**src/sv/frot_pkg.sv**
```systemverilog
// ----------------------------------------------------------------------------
// frot_pkg
// types, constants and helpers shared by the frame rotator modules
// ----------------------------------------------------------------------------
`default_nettype none

package frot_pkg;

    // field widths
    localparam int DIM_BITS       = 7;
    localparam int DEG_BITS       = 9;
    localparam int PIX_W          = 32;
    localparam int CFG_IDX_BITS   = 2;
    localparam int CFG_DATA_BITS  = 9;
    localparam int OUT_FIELD_BITS = PIX_W + 2 * DIM_BITS;
    localparam int OUT_TDATA_BITS = ((OUT_FIELD_BITS + 7) / 8) * 8;
    localparam int OUT_PAD_BITS   = OUT_TDATA_BITS - OUT_FIELD_BITS;

    // largest dimension a register can express
    localparam int DIM_MAX_CODE = (1 << DIM_BITS) - 1;

    // parameter defaults
    localparam int MAX_DIM_DEF    = 64;
    localparam int PIXEL_BITS_DEF = 32;

    // register reset values
    localparam logic [DIM_BITS-1:0] DIM_RESET = DIM_BITS'(64);

    // angle constants
    localparam int DEG_FULL    = 360;
    localparam int DEG_QUARTER = 90;

    // item kinds
    localparam logic OP_LOAD  = 1'b0;
    localparam logic OP_FETCH = 1'b1;

    typedef enum logic [CFG_IDX_BITS-1:0] {
        CFG_WIDTH   = 2'd0,
        CFG_HEIGHT  = 2'd1,
        CFG_DEGREES = 2'd2,
        CFG_LEFT    = 2'd3
    } cfg_index_t;

    typedef enum logic [1:0] {
        ST_EMPTY = 2'b01,
        ST_FULL  = 2'b10
    } ctrl_state_t;

    // commands from controller to datapath
    typedef struct packed {
        logic cfg_we;
        logic load_en;
        logic fetch_en;
    } cmd_t;

    // force a dimension into 1..cap
    function automatic logic [DIM_BITS-1:0] clamp_dim(
        input logic [DIM_BITS-1:0] v,
        input logic [DIM_BITS-1:0] cap
    );
        logic [DIM_BITS-1:0] r;
        if (v == '0)
            r = DIM_BITS'(1);
        else if (v > cap)
            r = cap;
        else
            r = v;
        return r;
    endfunction

    // clockwise quarter turns from angle and direction
    function automatic logic [1:0] quarter_turns(
        input logic [DEG_BITS-1:0] deg,
        input logic                left
    );
        logic [DEG_BITS-1:0] d;
        logic [1:0]          q;
        d = (deg >= DEG_BITS'(DEG_FULL)) ? deg - DEG_BITS'(DEG_FULL) : deg;
        if (left)
            d = DEG_BITS'(DEG_FULL) - d;
        if (d >= DEG_BITS'(DEG_FULL))
            q = 2'd0;
        else if (d >= DEG_BITS'(3 * DEG_QUARTER))
            q = 2'd3;
        else if (d >= DEG_BITS'(2 * DEG_QUARTER))
            q = 2'd2;
        else if (d >= DEG_BITS'(DEG_QUARTER))
            q = 2'd1;
        else
            q = 2'd0;
        return q;
    endfunction

endpackage

`default_nettype wire

```
**src/sv/frot_ctrl.sv**
```systemverilog
// ----------------------------------------------------------------------------
// frot_ctrl
// handshake controller: tracks the output register and issues commands
// ----------------------------------------------------------------------------
`default_nettype none

module frot_ctrl
    import frot_pkg::*;
(
    input  wire logic clk,
    input  wire logic rst_n,
    input  wire logic s_valid,
    input  wire logic s_op,
    output logic      s_ready,
    output logic      m_valid,
    input  wire logic m_ready,
    input  wire logic cfg_valid,
    output logic      cfg_ready,
    output cmd_t      cmd
);

    ctrl_state_t state_reg;
    ctrl_state_t state_next;
    logic        take;

    // output register free, or being emptied this cycle
    always_comb
    begin
        s_ready = 1'b0;
        m_valid = 1'b0;
        unique case (state_reg)
            ST_EMPTY:
            begin
                s_ready = 1'b1;
            end
            ST_FULL:
            begin
                m_valid = 1'b1;
                s_ready = m_ready;
            end
            default:
            begin
                s_ready = 1'b0;
            end
        endcase
    end

    assign take      = s_valid && s_ready;
    assign cfg_ready = 1'b1;

    always_comb
    begin
        cmd.cfg_we   = cfg_valid;
        cmd.load_en  = take && (s_op == OP_LOAD);
        cmd.fetch_en = take && (s_op == OP_FETCH);
    end

    always_comb
    begin
        state_next = state_reg;
        unique case (state_reg)
            ST_EMPTY:
            begin
                if (cmd.fetch_en)
                    state_next = ST_FULL;
            end
            ST_FULL:
            begin
                if (m_ready && !cmd.fetch_en)
                    state_next = ST_EMPTY;
            end
            default:
            begin
                state_next = ST_EMPTY;
            end
        endcase
    end

    always_ff @(posedge clk or negedge rst_n)
    begin
        if (!rst_n)
            state_reg <= ST_EMPTY;
        else
            state_reg <= state_next;
    end

endmodule

`default_nettype wire

```
**config.mk**
```make
export PLATFORM = sky130hd
export DESIGN_NAME = frot_ctrl
export DESIGN_NICKNAME = d
export VERILOG_FILES = /design/src/sv/frot_pkg.sv /design/src/sv/frot_ctrl.sv
export SDC_FILE = /design/constraint.sdc
export NUM_CORES = 1
export LEC_CHECK = 0
export BUFFER_PORTS_ARGS = -buffer_cell sky130_fd_sc_hd__buf_2
export CAP_MARGIN = 10
export CORE_AREA = 2 2 39 41
export CTS_BUF_LIST = sky130_fd_sc_hd__clkbuf_4 sky130_fd_sc_hd__clkbuf_8 sky130_fd_sc_hd__clkbuf_16
export CTS_CLUSTER_DIAMETER = 200
export CTS_CLUSTER_SIZE = 28
export DETAILED_ROUTE_END_ITERATION = 10
export DIE_AREA = 0 0 41 43
export GPL_ROUTABILITY_DRIVEN = 1
export PLACE_DENSITY = 0.41
export SYNTH_ARGS = -nofsm -noshare
export SYNTH_HDL_FRONTEND = slang
export SYNTH_SLANG_ARGS = --single-unit
```
**constraint.sdc**
```tcl
create_clock -name clk -period 4.09 [get_ports clk]
set_input_delay 0.6135 -clock clk [delete_from_list [all_inputs] [get_ports clk]]
set_output_delay 0.6135 -clock clk [all_outputs]
set_load 0.02 [all_outputs]
```
Yosys cells after proc, flatten, opt, wreduce, memory -nomap -nowiden
Index checks and enable logic that the tools add are counted.
{"block": "word_totals", "reg_bits": 2, "inputBits": 6, "out_inout_bits": 6, "wordCells": 17}
{"block": "op_classes", "n_eq_ne": 4, "n_mux": 5, "n_bitwise": 1, "reduce_logical": 6}
{"cell": "logical AND 1 bit", "n": 4}
{"cell": "two-way mux 2 bit", "n": 2}
{"cell": "!= test 2 bit (second input constant)", "n": 2}
{"cell": "one-hot mux 2 bit (2 select lines)", "n": 1}
{"cell": "equality test 2 x 1 -> 1 bit (second input constant)", "n": 1}
{"cell": "equality test 2 bit (second input constant)", "n": 1}
{"cell": "one-hot mux 1 bit (2 select lines)", "n": 1}
{"cell": "AND reduction 2 bit", "n": 1}
{"cell": "logical NOT 1 bit", "n": 1}
{"cell": "two-way mux 1 bit", "n": 1}
{"cell": "NOT 1 bit", "n": 1}

Depth between registers and ports, before layout
Gate-level depths: netlist of run 1.
{"block": "depth", "depth_word": 8, "ltp_mapped": 5}

Worst setup path before layout of run 1
OpenSTA, ideal clock, no wires.
{"block": "synth_timing", "path_type": "reg2out", "startpoint": "register state_reg[0]", "endpoint": "output port cmd[1] in the netlist's numbering", "arrival_ns": 1.653, "required_time_ns": 3.477, "setup_slack_ns": 1.823, "path_stages_with_launch": 4, "cell_sequence": "dfstp_2 -> inv_1 -> ha_1 -> nor4b_1"}
{"item": "start: declaration", "line": "frot_ctrl.sv:22", "rtl": "ctrl_state_t state_reg;"}
{"item": "start signal: assignment", "line": "frot_ctrl.sv:84", "rtl": "state_reg <= state_next;"}
{"item": "end: declaration", "line": "frot_ctrl.sv:19", "rtl": "output cmd_t cmd"}

==> results of run 1 <==
## cell usage after synthesis, drive strengths merged (2+ instances only)
cell,n,share of area [%]
buf,2,8.3
nor2,2,4.1
ha,2,14
o21ai,3,8.3
inv,2,4.1
## cells in the final DEF (no fill, tap or decap)
cell / n
o21a_1: 1
o21ai_1: 1
dfrtp_1: 1
dfstp_2: 1
clkbuf_4: 4
o21ai_0: 2
nor4b_1: 1
nor2_1: 2
ha_1: 2
a21oi_2: 1
a21boi_2: 1
nand3b_4: 1
buf_2: 8
inv_1: 2
conb_1: 1
## through the flow
stage	cells	setup WS (ps)
after detailed placement	41	2116
after global placement	41	2098
after global routing	45	1787
after floorplan	19	1823
final	45	1856
after CTS	45	1855
## kinds of logic (layout without fill, tap and decap cells)
| kind of cell | Yosys count | count (layout) |
|---|---|---|
| other | 1 | 1 |
| adders and majority gates | 2 | 2 |
| and+or+nand+nor | 4 | 4 |
| AOI/OAI and AO/OA | 6 | 6 |
| buffers and inverters | 4 | 14 |
| DFF | 2 | 2 |
## routing by layer
layer | wire (um) | track usage (%)
met1 | 187 | 4.823
met2 | 121 | 5.625
met3 | 40 | 3.141
met4 | 0 | 8.000
met5 | 0 | 0
## layout make-up
| class | count | area, um2 |
|---|---|---|
| Clock buffer | 4 | 30.03 |
| Multi-Input combinational cell | 13 | 107.6 |
| Tap cell | 16 | 20.02 |
| Timing Repair Buffer | 8 | 40.04 |
| Sequential cell | 2 | 51.30 |
| Fill cell | 154 | 1127 |
| Inverter | 2 | 7.507 |
## worst max-delay path, cell delays in order, from the launching register on
cell     delay (ps)
dfstp_2         530
inv_1            40
ha_1            320
nor4b_1         290
buf_2           210
## power groups by stage
stage / logic, mW / registers (mW) / clock network, mW
after floorplan: 0.0722 / 0.0330 / 0
after global placement: 0.0944 / 0.0343 / 0
after detailed placement: 0.0940 / 0.0340 / 0
after CTS: 0.0951 / 0.0338 / 0.0594
after global routing: 0.107 / 0.0349 / 0.0609
final: 0.0937 / 0.0340 / 0.0556
## worst min path at each step
stage               startpoint  slack, ps  cells past startpoint                       end
finish                   rst_n        160                      1  state_reg[1]$_DFFE_PN0P_
global route             rst_n        150                      1  state_reg[1]$_DFFE_PN0P_
floorplan                rst_n        320                      0  state_reg[1]$_DFFE_PN0P_
detailed placement       rst_n        400                      1  state_reg[1]$_DFFE_PN0P_
CTS                      rst_n        150                      1  state_reg[1]$_DFFE_PN0P_
global placement         rst_n        400                      1  state_reg[1]$_DFFE_PN0P_
==> impl_metrics.toml, run 1 <==
[run_status]
status = "finished, final reports clean"

[worst_hold_path]
hold_class = "primary input to asynchronous set/reset pin"

[placement]
place_congestion = 0.6035
portBuffers = 8
placed_area_um2 = 226.5

[critical_path]
r2r_end = "state_reg[0]$_DFFE_PN1P_"
crit_start = "state_reg[0]$_DFFE_PN1P_"
critPathCapture = "cmd[1]"
critPathRequiredTime_ps = 3480
start_kind = "register"
worstPathArrival_ps = 1620
r2r_cells = 5
critical_path_class = "register to primary output"
rr_startpoint = "state_reg[0]$_DFFE_PN1P_"
path_max_fanout = 3
cp-end-kind = "primary output"
ff2ff_setup_slack_ps = 2660

[synth]
syn_nets = 27
synth_mux_area_share_pct = 0
synthAdderAreaFrac_pct = 13.79
ys_types = 14
synth_top_family_by_area = "compound AO/OA/AOI/OAI gates"
synth_xor_area_share_pct = 0
ys_seq_area_share_pct = 28.28
synth-main-ff-cell = "dfstp_2"
synth_compound_area_share_pct = 23.45
synth_edf_count = 0
async_reset_ff_share_pct = 100.0
yosys.area_share.simple_pct = 20.00
syn_inst = 19
synth_seq_cells = 2
yosysWarnings = 0
postSynthAreaPerCell_um2 = 9.549
syn_area_um2 = 181.4

[timing]
hold_viol_final = 0
fin_crit_ps = 2234
holdWs_ps = 161.2
finalSetupTns_ps = 0
rsz0062_at_grt = "false"
finalSetupViolCount = 0
fmax_mhz = 447.7
period_share_pct = 54.61
clock_skew_ps = 7.859
slew_violations = 0

[pwr]
p_sw_mw = 0.07147
vdd_drop_max_uv = 180.5
p_seq_share_pct = 18.6
p_per_area_mw_per_mm2 = 715.0
power_leakage_nw = 0.1401
intPower_mw = 0.1119
switching_share_pct = 38.97
combPwrFrac_pct = 51.1
pwr-share-clk_pct = 30.3
p_total_mw = 0.1834

[cts]
htreeDepth = 1
hold_buffers = 0
cts.clk_slew.worst_paths_ps = 40
cts_buffer_depth = 2
post-cts-setup-buffers = 0
clk_latency_ps = 230
post_cts_resized = 0
cts.sinks = 2
cts_tree = "done"
root_buffer = "clkbuf_4"
cts_inserted_buffers = 3

[layout]
antenna_cells = 0
areaGrowthSynthToFinish_pct = 41.38
final_area_um2 = 256.5
drive_above_1_share_pct = 55.17
largest_register_ffs = 2
fin_nets = 38
final_util_pct = 18.54

[drt]
vias_per_cell = 3.467
route.detailed.drc = 0
drt_pass1_iterations = 2
vias = 156
drt_iter0_drc = 2
routed_wl_um = 349
wl_per_cell_um = 7.756
antenna_left = 0

[die]
ios = 12
die_x_um = 41
core-area_mm2 = 0.001384
initial_core_util_pct = 13.11
num_rows = 14
die_h_um = 43
die_area_mm2 = 0.001763

[global_routing]
grt_pass1_vias = 144
grt_start_max_net_pins = 6
track_usage_pct = 5.120
antenna_found_initial = 0
grt_overflow_total = 0
grt_pass1_wl_um = 510

[job]
cap_viol_max_count = 0
(Power assumes the default switching activity.)
==> run 2, diff against run 1 <==
--- a/config.mk
+++ b/config.mk
@@ -5,6 +5,7 @@
 export SDC_FILE = /design/constraint.sdc
 export NUM_CORES = 1
 export LEC_CHECK = 0
+export ABC_AREA = 1
 export BUFFER_PORTS_ARGS = -buffer_cell sky130_fd_sc_hd__buf_2
 export CAP_MARGIN = 10
 export CORE_AREA = 2 2 39 41
@@ -14,7 +15,7 @@
 export DETAILED_ROUTE_END_ITERATION = 10
 export DIE_AREA = 0 0 41 43
 export GPL_ROUTABILITY_DRIVEN = 1
-export PLACE_DENSITY = 0.41
+export PLACE_DENSITY = 0.42
 export SYNTH_ARGS = -nofsm -noshare
 export SYNTH_HDL_FRONTEND = slang
 export SYNTH_SLANG_ARGS = --single-unit
==> constraint.sdc (replaced) <==
create_clock -name clk -period 2.2 [get_ports clk]
set_input_delay 0.33 -clock clk [delete_from_list [all_inputs] [get_ports clk]]
set_output_delay 0.33 -clock clk [all_outputs]
set_load 0.02 [all_outputs]
==> run 2 against run 1 <==
Effect of this change:
- power up 95%
- cell count up 22%
- sequential share of layout area down 1.6 points
- non-clock buffer count up 1
- combinational power up 92%
- core utilization up 1.6 points
- critical path depth up 2
- setup slack worse by 1600 ps
- sequential power up 100%
- design area up 8.8%
- highest routed layer is now met4
==> impl_metrics.toml, run 2 <==
[synth]
postSynthAreaPerCell_um2 = 6.926
synth_seq_cells = 2
yosysMostFrequentCell = "nand2_1"
ys_types = 13
yosysWarnings = 0
synth-main-ff-cell = "dfstp_2"
yosysTopAreaCell = "nand2_1"
synth_common_cells = "nand2_1, inv_1, nand2_2"
async_reset_ff_share_pct = 100.0
ys_top_cells_by_area = "nand2_1, dfstp_2, dfrtp_1"
ys_seq_area_share_pct = 26.45
syn_nets = 36
yosys.area.top_type_share_pct = 15.48
synth_edf_count = 0
syn_inst = 28
syn_area_um2 = 193.9

[drt]
vias_per_cell = 3.400
wl_per_cell_um = 6.891
route.detailed.drc = 0
drt_iter0_drc = 1
antenna_left = 0
routed_wl_um = 379
drt_pass1_iterations = 2
vias = 187

[critical_path]
crit_start = "state_reg[0]$_DFFE_PN1P_"
r2r_cells = 8
cp-end-kind = "primary output"
worstPathArrival_ps = 1570
critPathMaxStageDelay_ps = 530
rr_startpoint = "state_reg[0]$_DFFE_PN1P_"
path_cells = "inv_1 > ha_1 > a21oi_1 > nand2_1 > nor2_1 > buf_2"
r2r_end = "state_reg[1]$_DFFE_PN0P_"
critical_path.slowest_cell = "dfstp_2"
ff2ff_setup_slack_ps = 770
critPathRequiredTime_ps = 1870
critPathCapture = "cmd[1]"
start_kind = "register"
path_max_fanout = 3
critical_path_class = "register to primary output"

[placement]
portBuffers = 8
dp.cells = 50
place_congestion = 0.7344
dpl.hpwl_um = 299.4

[layout]
antenna_cells = 0
areaGrowthSynthToFinish_pct = 43.87
fill_cells = 159
regArea_um2 = 51.30
multi_input_area_um2 = 108.9
final_cell_mix = "nand2_1, buf_2, inv_1, clkbuf_4, nand2_2"
fin_nets = 48
largest_register_ffs = 2
drive_above_1_share_pct = 46.15
finalNonFillerCells = 55
final_util_pct = 20.16

[timing]
period_share_pct = 86.41
finalSetupViolCount = 0
finalSetupTns_ps = 0
fin_crit_ps = 1901
clock_skew_ps = 5.967
rsz0062_at_grt = "false"
slew_violations = 0
holdWs_ps = 405.9
hold_viol_final = 0
fmax_mhz = 526.0

[pwr]
vdd_drop_max_uv = 202.3
p_per_area_mw_per_mm2 = 1279
power_leakage_nw = 0.1713
p_total_mw = 0.3568

[die]
die_area_mm2 = 0.001763
ios = 12
num_rows = 14
core-area_mm2 = 0.001384
die_x_um = 41
initial_core_util_pct = 14.01
die_h_um = 43

[global_routing]
grt_pass1_vias = 200
top_usage_layer = "met4"
antenna_found_initial = 0
met2_usage_pct = 8.125
use_met1_pct = 6.410
grt_pass1_wl_um = 724
grt_overflow_total = 0
track_usage_pct = 6.820
grt_start_max_net_pins = 4
gr-usage-met3_pct = 3.665

[worst_hold_path]
hold_class = "primary input to asynchronous set/reset pin"

[job]
cap_viol_max_count = 0

[cts]
cts.clk_slew.worst_paths_ps = 40
cts_buffer_depth = 2
cts_tree = "done"
cts_inserted_buffers = 3
post_cts_resized = 0
clk_latency_ps = 230
post-cts-setup-buffers = 0
cts.sinks = 2
root_buffer = "clkbuf_4"
htreeDepth = 1

[run_status]
status = "finished, final reports clean"
[run 2: cell count changes in the layout (fill, tap and decap cells not counted), sizes merged, moves of 2 or more]
cell | previous run | this run
nand3 | 0 | 2
inv | 2 | 5
nand2 | 0 | 11
o21ai | 3 | 0
[run 2: layout make-up]
cell class              count  share of cell area (%)
multi-input cells          19                   39.01
inverters                   5                   6.726
clock buffers               4                   10.76
well taps                  16                   7.175
flip-flops and latches      2                   18.39
repair buffers              9                   17.94
[run 2: what timing repair did]
action / 4_1_cts / 5_1_grt
setup endpoints to repair: 0 / 0
hold endpoints to repair: 1 / 0
hold buffers: 1 / 0
[run 2: per-layer routing]
metal | share of wire, % | vias up
met5 | 0 | -
met4 | 5.0 | 0
met3 | 3.7 | 2
met2 | 50 | 5
met1 | 41 | 78
li1 | - | 102
[run 2: worst max-delay path: cells and delay by family (launching register included)]
kind / cells / cell delay, ps
flops: 1 / 530
buf+inv: 2 / 210
simple gates: 2 / 150
fa+ha+maj: 1 / 300
compound gates: 1 / 150
[run 2: power by group]
part | total, mW | switching, mW | internal, mW | leakage (nW)
sequential | 0.0690 | 0.0106 | 0.0584 | 0.0243
clock | 0.107 | 0.0272 | 0.0801 | 0.0184
combinational | 0.180 | 0.113 | 0.0678 | 0.129
[run 2: kinds of logic (layout without fill, tap and decap cells)]
kind of cell	after synthesis	in the layout	share of synthesized area (%)
buffers and inverters	7	18	17.41
other	1	1	1.934
AND/OR/NAND/NOR	15	15	38.71
AO/OA/AOI/OAI	1	1	2.578
adder cells (fa/ha/maj)	2	2	12.90
flip-flops	2	2	26.45
[run 2: stage by stage]
stage | area [um2] | setup WS, ps
floorplan | 193.9 | 242.8
finish | 279.0 | 299.0
global route | 279.0 | 165.9
global placement | 239.0 | 524.3
CTS | 279.0 | 281.7
detailed placement | 239.0 | 534.1
[run 2: worst min-delay path by stage]
stage | endpoint | depth (start not counted) | startpoint
CTS | state_reg[1]$_DFFE_PN0P_ | 2 | rst_n
finish | state_reg[1]$_DFFE_PN0P_ | 2 | rst_n
detailed placement | state_reg[1]$_DFFE_PN0P_ | 1 | rst_n
global route | state_reg[1]$_DFFE_PN0P_ | 2 | rst_n
global placement | state_reg[1]$_DFFE_PN0P_ | 1 | rst_n
floorplan | state_reg[1]$_DFFE_PN0P_ | 0 | rst_n
==> run 3, diff against run 2 <==
--- a/config.mk
+++ b/config.mk
@@ -16,6 +16,8 @@
 export DIE_AREA = 0 0 41 43
 export GPL_ROUTABILITY_DRIVEN = 1
 export PLACE_DENSITY = 0.42
+export SETUP_SLACK_MARGIN = 0.5
+export SKIP_LAST_GASP = 1
 export SYNTH_ARGS = -nofsm -noshare
 export SYNTH_HDL_FRONTEND = slang
 export SYNTH_SLANG_ARGS = --single-unit
==> run 3 against run 2 <==
Effect of this change:
- clock power fell by 7%
- setup slack improved by 110 ps
- design area rose by 23%
- largest cell class unchanged
- sequential share of layout area fell by 3.4 points
- first-iteration DRC count rose by 100%
- die area did not move
- non-clock buffer count rose by 1
- fmax rose by 6.4%
- critical path depth did not move
- hold slack improved by 11 ps
==> impl_metrics.toml, run 3 (same netlist as run 2, synthesis figures left out) <==
[pwr]
vdd_drop_max_uv = 278.7
power_leakage_nw = 0.1768
p_per_area_mw_per_mm2 = 1326

[layout]
fill_cells = 159
largest_register_ffs = 2
areaGrowthSynthToFinish_pct = 76.77
final_common_cell = "nand2_1"
fin_nets = 49
final_cell_mix = "nand2_1, buf_2, nand2_2, clkbuf_4, inv_2"
drive_above_1_share_pct = 65.00
finalNonFillerCells = 56
antenna_cells = 0

[critical_path]
critPathMaxStageDelay_ps = 560
start_kind = "register"
path_buf_inv = 2
r2r_cells = 10
path_delay_family = "flip-flops"
ff2ff_setup_slack_ps = 770
worstPathArrival_ps = 1460
crit_start = "state_reg[0]$_DFFE_PN1P_"
r2r_end = "state_reg[1]$_DFFE_PN0P_"
critPathRequiredTime_ps = 1870
critical_path.slowest_cell = "dfstp_2"
path_cells = "inv_2 > ha_4 > a21oi_4 > nand2_1 > nor2_2 > buf_6"
critical_path_class = "register to primary output"
cp-end-kind = "primary output"
path_max_fanout = 3
rr_startpoint = "state_reg[0]$_DFFE_PN1P_"

[job]
cap_viol_max_count = 0

[cts]
cts_buffer_depth = 2
htreeDepth = 1
cts_tree = "done"
cts.clk_slew.worst_paths_ps = 30
cts_inserted_buffers = 3
clk_latency_ps = 220
cts.sinks = 2
root_buffer = "clkbuf_4"

[drt]
route.detailed.drc = 0
vias = 190
routed_wl_um = 369
wl_per_cell_um = 6.589
drt_iter0_drc = 2
drt_pass1_iterations = 2
vias_per_cell = 3.393
antenna_left = 0

[timing]
fmax_mhz = 559.5
rsz0062_at_grt = "true"
finalSetupViolCount = 0
fin_crit_ps = 1787
slew_violations = 0
finalSetupTns_ps = 0
finalWorstSetupSlack_ps = 412.7
holdWs_ps = 416.9
hold_viol_final = 0
clock_skew_ps = 9.035
period_share_pct = 81.24

[die]
core-area_mm2 = 0.001384
die_area_mm2 = 0.001763
num_rows = 14
initial_core_util_pct = 14.01
ios = 12
die_x_um = 41
die_h_um = 43

[worst_hold_path]
hold_class = "primary input to asynchronous set/reset pin"

[placement]
portBuffers = 8
pre_cts_ws_ps = 573.6
dpl.hpwl_um = 326.1
dp.cells = 50
place_congestion = 0.6916

[global_routing]
track_usage_pct = 5.316
grt_pass1_wl_um = 627
grt_pass1_vias = 197
grt_start_max_net_pins = 4
grt_overflow_total = 0
antenna_found_initial = 0

[run_status]
status = "finished, final reports clean"
## run 3: worst max-delay path by stage
stage,cells after the start,to,slack [ps]
after floorplan,5,cmd[1],540
after global placement,6,cmd[0],570
after detailed placement,6,cmd[0],570
after CTS,6,cmd[1],410
after global routing,6,cmd[1],340
final,6,cmd[1],410
## run 3: area by class of cell
class / instances / area, um2 / area share [%]
Multi-Input combinational cell: 19 / 150.1 / 43.80
Clock buffer: 4 / 30.03 / 8.759
Timing Repair Buffer: 10 / 72.57 / 21.17
Tap cell: 16 / 20.02 / 5.839
Sequential cell: 2 / 51.30 / 14.96
Inverter: 5 / 18.77 / 5.474
## run 3: metrics by stage
step	util [%]	cell area, um2	total power, mW
finish	24.77	342.8	0.4547
global route	24.77	342.8	0.5033
CTS	23.06	319.1	0.4224
detailed placement	18.44	255.2	0.2847
global placement	18.44	255.2	0.2881
floorplan	-	210.2	0.2455
## run 3: power by group
part,switching (mW),internal (mW),total (mW)
sequential,0.0175,0.0588,0.0763
clock,0.0205,0.0796,0.100
combinational,0.144,0.135,0.278
total,0.182,0.273,0.455
## run 3: per-layer routing
metal  vias to the layer above  routed length, um  GRT usage [%]  part of all wire (%)
met2                         1                223          8.750                    60
met5                         -                  0              0                     0
li1                        104                  -              -                     -
met3                         0                  0          2.094                     0
met4                         0                  0          4.000                     0
met1                        85                145          4.808                    39
## run 3: worst register-to-register path, cell delays in order, from the launching register on
cell and delay, ps:
dfstp_2 560, inv_2 50, ha_4 160, nand2_2 100
nand2_2 60, nand4_2 110, nand2_1 70, nand2_2 80
nand2_2 50, nand2_1 50, nand2_1 50
## run 3: what timing repair did
| item | 4_1_cts | 5_1_grt |
|---|---|---|
| gates resized for setup | 8 | 3 |
| hold endpoints to repair | 1 | 0 |
| setup endpoints to repair | 3 | 3 |
| pin swaps | 1 | 0 |
| hold buffers | 1 | 0 |
| buffers inserted | 0 | 1 |
